<file path="config.mk">
export PLATFORM = sky130hd
export DESIGN_NAME = best_fit_arena_allocator_unit_flat
export DESIGN_NICKNAME = d
export VERILOG_FILES = /design/src/bfa_pkg.sv /design/src/bfa_req_if.sv /design/src/bfa_rsp_if.sv /design/src/bfa_chunk_mem.sv /design/src/bfa_align_unit.sv /design/src/best_fit_arena_allocator_unit.sv /design/src/flat_wrapper.sv
export SDC_FILE = /design/constraint.sdc
export NUM_CORES = 2
export LEC_CHECK = 0
export BUFFER_PORTS_ARGS = -buffer_cell sky130_fd_sc_hd__buf_2
export CELL_PAD_IN_SITES_DETAIL_PLACEMENT = 0
export CELL_PAD_IN_SITES_GLOBAL_PLACEMENT = 1
export CORE_ASPECT_RATIO = 0.7
export CORE_MARGIN = 1
export CORE_UTILIZATION = 55
export DETAILED_ROUTE_END_ITERATION = 8
export PLACE_DENSITY_LB_ADDON = 0.1
export SYNTH_ARGS = -nofsm -noshare
export SYNTH_HDL_FRONTEND = slang
export SYNTH_SLANG_ARGS = --single-unit
</file>
<file path="constraint.sdc">
create_clock -name clk_i -period 5.75 [get_ports clk_i]
set_input_delay 1.15 -clock clk_i [delete_from_list [all_inputs] [get_ports clk_i]]
set_output_delay 1.15 -clock clk_i [all_outputs]
set_load 0.05 [all_outputs]
</file>
<file path="src/bfa_pkg.sv">
// ----------------------------------------------------------------------------
// bfa_pkg
// Shared types and constants of the best-fit arena allocator: field widths,
// mode and status codes, the chunk table entry and the register map.
// ----------------------------------------------------------------------------
`default_nettype none

package bfa_pkg;

  localparam int unsigned SIZE_W   = 23;
  localparam int unsigned OFFSET_W = 22;
  localparam int unsigned INDEX_W  = 6;
  localparam int unsigned TOTAL_W  = 24;

  localparam int unsigned APB_ADDR_W = 3;
  localparam int unsigned APB_DATA_W = 32;

  localparam logic [SIZE_W-1:0] ARENA_CAPACITY_RESET = 23'd65536;

  localparam logic [0:0] REG_ARENA_CAPACITY = 1'b0;

  typedef enum logic [1:0] {
    MODE_FIND    = 2'd0,
    MODE_CREATE  = 2'd1,
    MODE_FIT     = 2'd2,
    MODE_RELEASE = 2'd3
  } mode_e;

  typedef enum logic [1:0] {
    STATUS_OK         = 2'd0,
    STATUS_NO_FIT     = 2'd1,
    STATUS_ARENA_FULL = 2'd2,
    STATUS_TABLE_FULL = 2'd3
  } status_e;

  typedef struct packed {
    logic                used;
    logic [OFFSET_W-1:0] start;
    logic [SIZE_W-1:0]   capacity;
  } entry_t;

endpackage

`default_nettype wire

</file>
<file path="src/bfa_req_if.sv">
// ----------------------------------------------------------------------------
// bfa_req_if
// Request channel of the allocator: valid/ready handshake with mode, size
// and the mark-used flag.
// ----------------------------------------------------------------------------
`default_nettype none

interface bfa_req_if;

  logic                         valid;
  logic                         ready;
  bfa_pkg::mode_e               mode;
  logic [bfa_pkg::SIZE_W-1:0]   requested_size;
  logic                         mark_used;

  modport source (output valid, output mode, output requested_size, output mark_used,
                  input ready);
  modport sink (input valid, input mode, input requested_size, input mark_used,
                output ready);

endinterface

`default_nettype wire

</file>
<file path="src/bfa_rsp_if.sv">
// ----------------------------------------------------------------------------
// bfa_rsp_if
// Response channel of the allocator: valid/ready handshake with status,
// chunk description, remaining space and the fit flag.
// ----------------------------------------------------------------------------
`default_nettype none

interface bfa_rsp_if;

  logic                           valid;
  logic                           ready;
  bfa_pkg::status_e               status;
  logic [bfa_pkg::INDEX_W-1:0]    chunk_index;
  logic [bfa_pkg::OFFSET_W-1:0]   chunk_offset;
  logic [bfa_pkg::SIZE_W-1:0]     chunk_size;
  logic [bfa_pkg::SIZE_W-1:0]     space_left;
  logic                           fits;

  modport source (output valid, output status, output chunk_index, output chunk_offset,
                  output chunk_size, output space_left, output fits, input ready);
  modport sink (input valid, input status, input chunk_index, input chunk_offset,
                input chunk_size, input space_left, input fits, output ready);

endinterface

`default_nettype wire

</file>
<file path="src/bfa_chunk_mem.sv">
// ----------------------------------------------------------------------------
// bfa_chunk_mem
// Chunk table storage: one write port and one read port; read data is
// registered and appears in the cycle after the read is enabled.
// ----------------------------------------------------------------------------
`default_nettype none

module bfa_chunk_mem #(
  parameter int unsigned  DEPTH = 64,
  localparam int unsigned AW    = $clog2(DEPTH)
) (
  input  wire logic            clk_i,
  input  wire logic            rd_en_i,
  input  wire logic [AW-1:0]   rd_addr_i,
  output bfa_pkg::entry_t      rd_data_o,
  input  wire logic            wr_en_i,
  input  wire logic [AW-1:0]   wr_addr_i,
  input  bfa_pkg::entry_t      wr_data_i
);

  bfa_pkg::entry_t mem_q [DEPTH];
  bfa_pkg::entry_t rd_data_q;

  always_ff @(posedge clk_i) begin
    if (wr_en_i) begin
      mem_q[wr_addr_i] <= wr_data_i;
    end
  end

  always_ff @(posedge clk_i) begin
    if (rd_en_i) begin
      rd_data_q <= mem_q[rd_addr_i];
    end
  end

  assign rd_data_o = rd_data_q;

endmodule

`default_nettype wire

</file>
<file path="src/bfa_align_unit.sv">
// ----------------------------------------------------------------------------
// bfa_align_unit
// Computes the aligned chunk total, size plus header rounded up to the
// alignment, in a three-stage pipeline built on a reciprocal multiplication.
// ----------------------------------------------------------------------------
`default_nettype none

module bfa_align_unit #(
  parameter int unsigned HEADER_BYTES = 32,
  parameter int unsigned ALIGN_BYTES  = 64
) (
  input  wire logic                         clk_i,
  input  wire logic                         rst_ni,
  input  wire logic                         start_i,
  input  wire logic [bfa_pkg::SIZE_W-1:0]   size_i,
  output logic                              done_o,
  output logic [bfa_pkg::TOTAL_W-1:0]       total_o
);

  localparam int unsigned     TW    = bfa_pkg::TOTAL_W;
  localparam int unsigned     SHIFT = TW + $clog2(ALIGN_BYTES);
  localparam int unsigned     MW    = TW + 2;
  localparam int unsigned     PW    = TW + MW;
  localparam longint unsigned ONE   = 64'd1;
  localparam longint unsigned RECIP = ((ONE << SHIFT) + 64'(ALIGN_BYTES) - ONE) /
                                      64'(ALIGN_BYTES);
  localparam logic [MW-1:0]   RECIP_C = MW'(RECIP);

  logic          stage1_q;
  logic          stage2_q;
  logic          done_q;
  logic [TW-1:0] biased_q;
  logic [TW-1:0] quot_q;
  logic [TW-1:0] total_q;

  logic [PW-1:0] prod;
  logic [TW-1:0] quot;

  always_comb begin
    prod = PW'(biased_q) * PW'(RECIP_C);
    quot = TW'(prod >> SHIFT);
  end

  always_ff @(posedge clk_i or negedge rst_ni) begin
    if (!rst_ni) begin
      stage1_q <= 1'b0;
      stage2_q <= 1'b0;
      done_q   <= 1'b0;
      biased_q <= '0;
      quot_q   <= '0;
      total_q  <= '0;
    end else begin
      stage1_q <= start_i;
      stage2_q <= stage1_q;
      if (start_i) begin
        biased_q <= TW'(size_i) + TW'(HEADER_BYTES + ALIGN_BYTES - 1);
      end
      if (stage1_q) begin
        quot_q <= quot;
      end
      if (stage2_q) begin
        total_q <= TW'(quot_q * TW'(ALIGN_BYTES));
      end
      if (start_i) begin
        done_q <= 1'b0;
      end else if (stage2_q) begin
        done_q <= 1'b1;
      end
    end
  end

  assign done_o  = done_q;
  assign total_o = total_q;

endmodule

`default_nettype wire

</file>
<file path="src/best_fit_arena_allocator_unit.sv">
// ----------------------------------------------------------------------------
// best_fit_arena_allocator_unit
// Best-fit allocator with a bump arena over an indexed chunk table held in a
// synchronous memory, with an APB-style port for the arena capacity.
// ----------------------------------------------------------------------------
//
//   Channel  Direction  Handshake              Contents
//   req      in         valid/ready            mode, requested_size, mark_used
//   rsp      out        valid/ready            status, chunk, space_left, fits
//   apb      in/out     psel/penable, pready   arena_capacity at byte address 0
//
// A find transaction waits both for the table scan, which reads the entries in
// turn through the single memory read port, and for the three-stage alignment
// pipeline; other modes, and a find over an empty table, wait only for the
// alignment pipeline. The unit turns idle and can accept the next request in
// the same cycle that the registered response becomes valid.
// Reset clears the table count, offset and release flag; no clearing pass runs.
// One transaction is in work at a time; a finished result waits in the output
// register while the next request is accepted, and that one stalls before its
// commit until the waiting result is taken.
// ----------------------------------------------------------------------------
`default_nettype none

module best_fit_arena_allocator_unit #(
  parameter int unsigned MAX_CHUNKS   = 64,
  parameter int unsigned HEADER_BYTES = 32,
  parameter int unsigned ALIGN_BYTES  = 64
) (
  input  wire logic                             clk_i,
  input  wire logic                             rst_ni,
  bfa_req_if.sink                               req,
  bfa_rsp_if.source                             rsp,
  input  wire logic                             psel,
  input  wire logic                             penable,
  input  wire logic                             pwrite,
  input  wire logic [bfa_pkg::APB_ADDR_W-1:0]   paddr,
  input  wire logic [bfa_pkg::APB_DATA_W-1:0]   pwdata,
  output logic [bfa_pkg::APB_DATA_W-1:0]        prdata,
  output logic                                  pready
);

  localparam int unsigned IDX_W = $clog2(MAX_CHUNKS);
  localparam int unsigned CNT_W = $clog2(MAX_CHUNKS + 1);
  localparam int unsigned SW    = bfa_pkg::SIZE_W;
  localparam int unsigned OW    = bfa_pkg::OFFSET_W;
  localparam int unsigned XW    = bfa_pkg::INDEX_W;
  localparam int unsigned TW    = bfa_pkg::TOTAL_W;

  typedef enum logic [1:0] {
    ST_IDLE,
    ST_BUSY,
    ST_COMMIT,
    ST_FINISH
  } state_e;

  state_e           state_q;
  logic [SW-1:0]    arena_q;
  logic [CNT_W-1:0] count_q;
  logic [SW-1:0]    offset_q;
  logic             released_q;

  bfa_pkg::mode_e   mode_q;
  logic [SW-1:0]    size_q;
  logic             mark_q;
  logic [SW-1:0]    rem_q;

  logic [CNT_W-1:0] scan_addr_q;
  logic             data_vld_q;
  logic [IDX_W-1:0] data_idx_q;
  logic             found_q;
  logic [IDX_W-1:0] best_idx_q;
  logic [SW-1:0]    best_cap_q;
  logic [OW-1:0]    best_start_q;

  logic             rsp_valid_q;
  bfa_pkg::status_e rsp_status_q;
  logic [XW-1:0]    rsp_index_q;
  logic [OW-1:0]    rsp_offset_q;
  logic [SW-1:0]    rsp_size_q;
  logic [SW-1:0]    rsp_space_q;
  logic             rsp_fits_q;

  logic             accept;
  logic             out_free;
  logic             commit_go;
  logic [SW-1:0]    remaining;
  logic             scan_issue;
  logic             cand;
  logic             better;
  logic             create_ok;
  logic             arena_short;
  logic [TW-1:0]    total;
  logic             align_done;
  logic             mem_wr_en;
  logic [IDX_W-1:0] mem_wr_addr;
  bfa_pkg::entry_t  mem_wr_data;
  bfa_pkg::entry_t  mem_rd_data;
  logic [IDX_W+XW-1:0] best_idx_ext;
  logic [IDX_W+XW-1:0] new_idx_ext;
  logic             cfg_hit;

  // Configuration port.
  assign pready  = 1'b1;
  assign cfg_hit = (paddr[2] == bfa_pkg::REG_ARENA_CAPACITY);
  assign prdata  = cfg_hit ? bfa_pkg::APB_DATA_W'(arena_q) : '0;

  always_ff @(posedge clk_i or negedge rst_ni) begin
    if (!rst_ni) begin
      arena_q <= bfa_pkg::ARENA_CAPACITY_RESET;
    end else if (psel && penable && pwrite && cfg_hit) begin
      arena_q <= pwdata[SW-1:0];
    end
  end

  bfa_align_unit #(
    .HEADER_BYTES (HEADER_BYTES),
    .ALIGN_BYTES  (ALIGN_BYTES)
  ) u_align (
    .clk_i   (clk_i),
    .rst_ni  (rst_ni),
    .start_i (accept),
    .size_i  (req.requested_size),
    .done_o  (align_done),
    .total_o (total)
  );

  bfa_chunk_mem #(
    .DEPTH (MAX_CHUNKS)
  ) u_mem (
    .clk_i     (clk_i),
    .rd_en_i   (scan_issue),
    .rd_addr_i (scan_addr_q[IDX_W-1:0]),
    .rd_data_o (mem_rd_data),
    .wr_en_i   (mem_wr_en),
    .wr_addr_i (mem_wr_addr),
    .wr_data_i (mem_wr_data)
  );

  always_comb begin
    accept     = (state_q == ST_IDLE) && req.valid;
    out_free   = !rsp_valid_q || rsp.ready;
    commit_go  = (state_q == ST_COMMIT) && out_free;

    if (released_q || (offset_q >= arena_q)) begin
      remaining = '0;
    end else begin
      remaining = arena_q - offset_q;
    end

    scan_issue = (state_q == ST_BUSY) && (mode_q == bfa_pkg::MODE_FIND) &&
                 (scan_addr_q < count_q);
    cand       = !mem_rd_data.used && (mem_rd_data.capacity >= size_q);
    better     = !found_q || (mem_rd_data.capacity < best_cap_q);

    arena_short = total > TW'(rem_q);
    create_ok   = !arena_short && (count_q < CNT_W'(MAX_CHUNKS));

    best_idx_ext = {{XW{1'b0}}, best_idx_q};
    new_idx_ext  = {{XW{1'b0}}, count_q[IDX_W-1:0]};

    mem_wr_en   = 1'b0;
    mem_wr_addr = best_idx_q;
    mem_wr_data = '{used: 1'b1, start: best_start_q, capacity: best_cap_q};
    if (commit_go) begin
      if (mode_q == bfa_pkg::MODE_FIND) begin
        mem_wr_en = found_q;
      end else if (mode_q == bfa_pkg::MODE_CREATE) begin
        mem_wr_en   = create_ok;
        mem_wr_addr = count_q[IDX_W-1:0];
        mem_wr_data = '{used: mark_q, start: offset_q[OW-1:0],
                        capacity: SW'(total - TW'(HEADER_BYTES))};
      end
    end
  end

  assign req.ready        = (state_q == ST_IDLE);
  assign rsp.valid        = rsp_valid_q;
  assign rsp.status       = rsp_status_q;
  assign rsp.chunk_index  = rsp_index_q;
  assign rsp.chunk_offset = rsp_offset_q;
  assign rsp.chunk_size   = rsp_size_q;
  assign rsp.space_left   = rsp_space_q;
  assign rsp.fits         = rsp_fits_q;

  always_ff @(posedge clk_i or negedge rst_ni) begin
    if (!rst_ni) begin
      state_q      <= ST_IDLE;
      count_q      <= '0;
      offset_q     <= '0;
      released_q   <= 1'b0;
      mode_q       <= bfa_pkg::MODE_FIND;
      size_q       <= '0;
      mark_q       <= 1'b0;
      rem_q        <= '0;
      scan_addr_q  <= '0;
      data_vld_q   <= 1'b0;
      data_idx_q   <= '0;
      found_q      <= 1'b0;
      best_idx_q   <= '0;
      best_cap_q   <= '0;
      best_start_q <= '0;
      rsp_valid_q  <= 1'b0;
      rsp_status_q <= bfa_pkg::STATUS_OK;
      rsp_index_q  <= '0;
      rsp_offset_q <= '0;
      rsp_size_q   <= '0;
      rsp_space_q  <= '0;
      rsp_fits_q   <= 1'b0;
    end else begin
      if (rsp_valid_q && rsp.ready) begin
        rsp_valid_q <= 1'b0;
      end

      case (state_q)
        ST_IDLE: begin
          if (accept) begin
            mode_q      <= req.mode;
            size_q      <= req.requested_size;
            mark_q      <= req.mark_used;
            rem_q       <= remaining;
            scan_addr_q <= '0;
            data_vld_q  <= 1'b0;
            found_q     <= 1'b0;
            state_q     <= ST_BUSY;
          end
        end

        ST_BUSY: begin
          data_vld_q <= scan_issue;
          if (scan_issue) begin
            scan_addr_q <= scan_addr_q + 1'b1;
            data_idx_q  <= scan_addr_q[IDX_W-1:0];
          end
          if (data_vld_q && cand && better) begin
            found_q      <= 1'b1;
            best_idx_q   <= data_idx_q;
            best_cap_q   <= mem_rd_data.capacity;
            best_start_q <= mem_rd_data.start;
          end
          if (align_done && !scan_issue && !data_vld_q) begin
            state_q <= ST_COMMIT;
          end
        end

        ST_COMMIT: begin
          if (out_free) begin
            rsp_status_q <= bfa_pkg::STATUS_OK;
            rsp_index_q  <= '0;
            rsp_offset_q <= '0;
            rsp_size_q   <= '0;
            rsp_fits_q   <= !(total > TW'(rem_q));
            case (mode_q)
              bfa_pkg::MODE_FIND: begin
                if (found_q) begin
                  rsp_index_q  <= best_idx_ext[XW-1:0];
                  rsp_offset_q <= best_start_q;
                  rsp_size_q   <= best_cap_q;
                end else begin
                  rsp_status_q <= bfa_pkg::STATUS_NO_FIT;
                end
              end
              bfa_pkg::MODE_CREATE: begin
                if (arena_short) begin
                  rsp_status_q <= bfa_pkg::STATUS_ARENA_FULL;
                end else if (!create_ok) begin
                  rsp_status_q <= bfa_pkg::STATUS_TABLE_FULL;
                end else begin
                  rsp_index_q  <= new_idx_ext[XW-1:0];
                  rsp_offset_q <= offset_q[OW-1:0];
                  rsp_size_q   <= mem_wr_data.capacity;
                  offset_q     <= offset_q + total[SW-1:0];
                  count_q      <= count_q + 1'b1;
                end
              end
              bfa_pkg::MODE_RELEASE: begin
                count_q    <= '0;
                offset_q   <= '0;
                released_q <= 1'b1;
              end
              default: begin
              end
            endcase
            state_q <= ST_FINISH;
          end
        end

        ST_FINISH: begin
          rsp_space_q <= remaining;
          rsp_valid_q <= 1'b1;
          state_q     <= ST_IDLE;
        end

        default: begin
          state_q <= ST_IDLE;
        end
      endcase
    end
  end

endmodule

`default_nettype wire

</file>
<file path="src/flat_wrapper.sv">
// flat-port wrapper written by rule: the top's interface ports become plain ports
module best_fit_arena_allocator_unit_flat 
#(
  parameter int unsigned MAX_CHUNKS   = 64,
  parameter int unsigned HEADER_BYTES = 32,
  parameter int unsigned ALIGN_BYTES  = 64
)
  (clk_i, rst_ni, psel, penable, pwrite, paddr, pwdata, prdata, pready, req_valid, req_mode, req_requested_size, req_mark_used, req_ready, rsp_valid, rsp_status, rsp_chunk_index, rsp_chunk_offset, rsp_chunk_size, rsp_space_left, rsp_fits, rsp_ready);
  bfa_req_if req_i ();
  bfa_rsp_if rsp_i ();
  input  wire logic clk_i;
  input  wire logic rst_ni;
  input  wire logic psel;
  input  wire logic penable;
  input  wire logic pwrite;
  input  wire logic [bfa_pkg::APB_ADDR_W-1:0] paddr;
  input  wire logic [bfa_pkg::APB_DATA_W-1:0] pwdata;
  output logic [bfa_pkg::APB_DATA_W-1:0] prdata;
  output logic pready;
  input wire logic [$bits(req_i.valid)-1:0] req_valid;
  input wire logic [$bits(req_i.mode)-1:0] req_mode;
  input wire logic [$bits(req_i.requested_size)-1:0] req_requested_size;
  input wire logic [$bits(req_i.mark_used)-1:0] req_mark_used;
  output wire logic [$bits(req_i.ready)-1:0] req_ready;
  output wire logic [$bits(rsp_i.valid)-1:0] rsp_valid;
  output wire logic [$bits(rsp_i.status)-1:0] rsp_status;
  output wire logic [$bits(rsp_i.chunk_index)-1:0] rsp_chunk_index;
  output wire logic [$bits(rsp_i.chunk_offset)-1:0] rsp_chunk_offset;
  output wire logic [$bits(rsp_i.chunk_size)-1:0] rsp_chunk_size;
  output wire logic [$bits(rsp_i.space_left)-1:0] rsp_space_left;
  output wire logic [$bits(rsp_i.fits)-1:0] rsp_fits;
  input wire logic [$bits(rsp_i.ready)-1:0] rsp_ready;
  assign req_i.valid = req_valid;
  assign req_i.mode = req_mode;
  assign req_i.requested_size = req_requested_size;
  assign req_i.mark_used = req_mark_used;
  assign req_ready = req_i.ready;
  assign rsp_valid = rsp_i.valid;
  assign rsp_status = rsp_i.status;
  assign rsp_chunk_index = rsp_i.chunk_index;
  assign rsp_chunk_offset = rsp_i.chunk_offset;
  assign rsp_chunk_size = rsp_i.chunk_size;
  assign rsp_space_left = rsp_i.space_left;
  assign rsp_fits = rsp_i.fits;
  assign rsp_i.ready = rsp_ready;
  best_fit_arena_allocator_unit #(.MAX_CHUNKS(MAX_CHUNKS), .HEADER_BYTES(HEADER_BYTES), .ALIGN_BYTES(ALIGN_BYTES)) u_core (.clk_i(clk_i), .rst_ni(rst_ni), .req(req_i), .rsp(rsp_i), .psel(psel), .penable(penable), .pwrite(pwrite), .paddr(paddr), .pwdata(pwdata), .prdata(prdata), .pready(pready));
endmodule
</file>
# Yosys cells after proc, flatten, opt, wreduce, memory -nomap -nowiden
# Memories as Yosys holds them, arrays and structs flattened. A register that Yosys moved wholly into a read port is not among the register bits.
# Cells that the tools add are included.
# classes
n_addsub	6
n_lt_le_gt_ge	6
n_eq_ne	12
n_mux	50
bitwise	1
reduce_logical	39
# ops
cell	n
two-way mux 23 bit	7
two-way mux 46 bit	3
one-hot mux 23 bit (2 select lines)	2
two-way mux 22 bit	3
greater-or-equal comparator 23 bit	2
one-hot mux 22 bit (2 select lines)	1
two-way mux 6 bit	6
two-way mux 7 bit	4
one-hot mux 7 bit (2 select lines)	2
adder 23 x 7 -> 24 bit, second input constant	1
greater-than comparator 24 x 23 -> 1 bit	1
adder 23 bit	1
< comparator 23 bit	1
subtractor 23 bit	1
subtractor 23 x 6 -> 23 bit, second input constant	1
adder 7 x 1 -> 7 bit, second input constant	2
logical AND 1 bit	14
two-way mux 1 bit	12
one-hot mux 6 bit (2 select lines)	1
AND reduction 3 bit	4
two-way mux 2 bit	5
AND reduction 2 bit	5
!= test 2 x 1 -> 1 bit, second input constant	4
one-hot mux 2 bit (4 select lines)	1
other kinds (13)	30
# word_totals
ff_bits	312
ram_bits	2944
inputBits	68
output_inout_bits	112
elab_cells	144
mem_count	1
# mem_list
name	depth	width	rd	rd_clocked_by_memory_dff	wr	line	text
u_core.u_mem.mem_q	64	46	1	1	1	bfa_chunk_mem.sv:21	bfa_pkg::entry_t mem_q [DEPTH];

# Depth between registers and ports, before layout
# logic_depth
word_depth	8
mapped_depth	12
ltp_nobuf	9

# Hierarchy
# Synthesis repeated with hierarchy kept, for this count alone.
# hier_totals
cells_unflattened	6603
hier_area_um2	130411.3
# modules_own_cells
module	instances	cells_each	area_each_um2	seq_area_each_um2
bfa_chunk_mem	1	4815	112935.8	89786.1
best_fit_arena_allocator_unit	1	1580	14929.3	6232.2
bfa_align_unit	1	208	2546.2	1426.4

# Worst setup path before layout
# OpenSTA, ideal clock, no wires.
# synth_path
kind	input -> register
from	input port rsp_ready
to	memory u_core.u_mem.mem_q[0][6] (netlist name), data pin
setup_time_ns	0.711
arrival_ns	4.990
required_time_ns	5.039
path_slack_ns	0.049
cell_stages	8
path_buffers	4
cell_sequence	nand2b_1 and2_0 clkbuf_1 nand3_1 clkbuf_1 clkbuf_1 buf_2 o21ai_0
# synth_lines
element	line	text
start: declaration	flat_wrapper.sv:32	input wire logic [$bits(rsp_i.ready)-1:0] rsp_ready;
end: declaration	bfa_chunk_mem.sv:21	

# Worst setup path after layout
# layout_path
from	register u_core.rem_q[4]
to	memory u_core.u_mem.mem_q[27][1] (netlist name) (enable)
# layout_between
elab_chain_cells	8
# layout_lines
element	line	text
start: declaration	best_fit_arena_allocator_unit.sv:65	logic [SW-1:0] rem_q;
start signal: assignment	best_fit_arena_allocator_unit.sv:220	rem_q <= remaining;
greater-than comparator 24 x 23 -> 1 bit	best_fit_arena_allocator_unit.sv:155	arena_short = total > TW'(rem_q);
logical NOT 1 bit	best_fit_arena_allocator_unit.sv:156	create_ok = !arena_short && (count_q < CNT_W'(MAX_CHUNKS));
logical AND 1 bit	best_fit_arena_allocator_unit.sv:156	
two-way mux 1 bit	best_fit_arena_allocator_unit.sv:167	end else if (mode_q == bfa_pkg::MODE_CREATE) begin
two-way mux 1 bit	best_fit_arena_allocator_unit.sv:165	if (mode_q == bfa_pkg::MODE_FIND) begin
two-way mux 1 bit	best_fit_arena_allocator_unit.sv:164	if (commit_go) begin
two-way mux 1 bit	bfa_chunk_mem.sv:25	if (wr_en_i) begin
two-way mux 1 bit (implied by the code)	bfa_chunk_mem.sv:26	mem_q[wr_addr_i] <= wr_data_i;
# No other way between the ends.

==> results.tsv <==
metric	value	unit
placed_cell_area	136000	µm²
endpoint_kind	register	
drc	0	
grt_usage	27.9	%
dp_hpwl	197000	µm
start_kind	register	
numPortBuffers	158	
cts_buffers	309	
wl_per_cell	33.8	µm
drt-initial-drc-count	7599	
r2r-start	u_core.rem_q[4]	
cp_max_fo	30	
grt_pass1_wl	467000	µm
first_pass_iters	6	
io_pins	180	
final_antenna_net_count	0	
hold_path.class	in -> async	
num_rows	148	
synth_common_cells	edfxtp_1, mux4_2, dfrtp_1, nand2_1, clkbuf_1	
nNetsFinal	6533	
cts-root-buf	clkbuf_16	
synth_top_area_share	69.5	%
cts_tree	built	
synth_area_leaders	edfxtp_1, mux4_2, dfrtp_1, mux2_2, ha_1	
post_route_cells_drive_above_1_share	31.3	%
cts_hold_buffers	0	
skew	0.0814	ns
cpPeakStageDelay	0.99	ns
clock_path_buffers	4	
gp_congestion	0.888	
vias	62700	
critPathArrivalTime	4.93	ns
relSlewSlack	12.8	%
routed_wirelength	327000	µm
ctsResizeCount	0	
grt_max_degree	115	
synth.distinct_cells	68	
grt_antenna_before_repair	13	
htree_levels	5	
synth_largest_area_cell	edfxtp_1	
synth_seq_cells	3290	
cpMostUsedCell	buf_4	
power_density	488	nW/µm²
ir_drop	0.324	mV
critPathRequiredTime	6.27	ns
yosysWarnings	0	
criticalPathCategory	reg -> reg	
reg2regPathDepth	10	
max_cap_viol_count	0	
cts_setup_buffers	0	
die_area	237000	µm²
clk_pin_slew	0.06	ns
fin_ws	1.34	ns
start_util	55.5	%
tns	0	ns
synth_edf_count	2990	
setup_viol	0	
finalCriticalPeriod	4.41	ns
fin_hold_ws	0.401	ns
fmax	227	MHz
critical_path.slowest_cell	nor2_4	
reg2reg_slack	1.34	ns
synthArstFlopShare	9.12	%
finalCoreUtilization	62.7	%
finalHoldViolations	0	
synth_most_common_cell	edfxtp_1	
power	71.3	mW
status	finished, final reports clean	
place_inst	9118	
coreArea	233000	µm²
syn_area	129000	µm²
slew_violations	0	
worst_slew_pin_slew	1.30	ns
path_cells	or4_1, nor2_1, and3_1, a21oi_1, nor3_2, buf_4, o211ai_1, buf_4, nor2_4, buf_4	
rsz0062_at_grt	false	
r2r_end	u_core.u_mem.mem_q[27][1]	
avgSynthCellArea	21.8	µm²
synthCells	5928	
synth-main-ff-cell	edfxtp_1	
p_leak	48.1	nW
die_y	408	µm
period_share	76.6	%
vias_per_cell	6.47	
numClockSinks	3290	
clock_latency	0.88	ns
seq_area_frac_synth	75.3	%
preCtsSetupSlack	1.04	ns
fin_area	146000	µm²
layoutNonFillerInstCount	9694	
dieWidth	581	µm
gr-total-overflow	0	
area_growth	13.1	%
first_global_vias	62200	
## layout by cell type, fill, tap and decap left out, drive strengths merged, types with 110 or more instances in the layout
master | Yosys | final
edfxtp | 2990 | 2990
mux4 | 966 | 966
buf | 135 | 419
clkbuf | 179 | 390
dfrtp | 299 | 299
nand2 | 246 | 246
o21ai | 147 | 147
clkinv | 1 | 128
mux2 | 125 | 125
inv | 117 | 121
nor2 | 115 | 115
ha | 110 | 110
## worst max-delay path, delay by kind of cell (launching register included)
kind	cells	cell delay, ns
buf+inv	3	0.90
flops	1	0.37
simple gates	5	2.54
compound gates	2	0.20
## state kept, by name, indices dropped and copies added (netlist names), 23 cells and up
register                flops
u_core.u_mem.mem_q       2944
u_core.u_mem.rd_data_o     46
u_core.arena_q             23
u_core.best_cap_q          23
u_core.rem_q               23
u_core.rsp.chunk_size      23
u_core.rsp.space_left      23
u_core.size_q              23
## final cells by class
cell class	count	area, µm²
diodes	25	62.6
fillers	15700	86800
well taps	3075	3850
clock buffers	390	8320
multi-input cells	2216	31100
flip-flops and latches	3290	97300
inverters	118	453
repair buffers	419	3650
clock inverters	161	1400
## report_power, final
part	internal (mW)	total, mW	switching, mW
Combinational	8.16	20.6	12.4
Sequential	29.9	30.8	0.867
Clock	11.3	19.9	8.68
## how the worst max path moves through the flow
stage	start	endpoint	slack, ns	cells past startpoint
3_3_place_gp	rsp_ready	u_core.u_mem.mem_q[24][7]	1.12	9
3_5_place_dp	rsp_ready	u_core.u_mem.mem_q[27][9]	1.04	9
5_1_grt	u_core.u_align.total_o[21]	u_core.u_mem.mem_q[27][8]	1.15	11
4_1_cts	u_core.u_align.total_o[21]	u_core.u_mem.mem_q[27][1]	1.44	11
2_1_floorplan	rsp_ready	u_core.u_mem.mem_q[0][6]	0.05	8
6_report	u_core.rem_q[4]	u_core.u_mem.mem_q[27][1]	1.34	10
## layer usage
layer	track usage, %	vias to the layer above	wire length (µm)
li1	-	25600	-
met3	5.80	391	28100
met2	40.6	2676	148000
met5	0	-	42
met1	44.0	34000	144000
met4	6.26	6	7490
## cells by family (layout without fill, tap and decap cells)
logic type | after synthesis | after routing | synth area share [%]
flip-flops | 3290 | 3290 | 75.3
AO/OA/AOI/OAI | 421 | 421 | 2.09
other | 2 | 37 | 0.00581
multiplexers | 1096 | 1096 | 18.0
buffers and inverters | 432 | 1088 | 1.38
adder cells (fa/ha/maj) | 111 | 111 | 1.08
XOR/XNOR | 56 | 56 | 0.380
AND/OR/NAND/NOR | 520 | 520 | 1.79
Note: power is estimated with default switching activity, not from simulation.
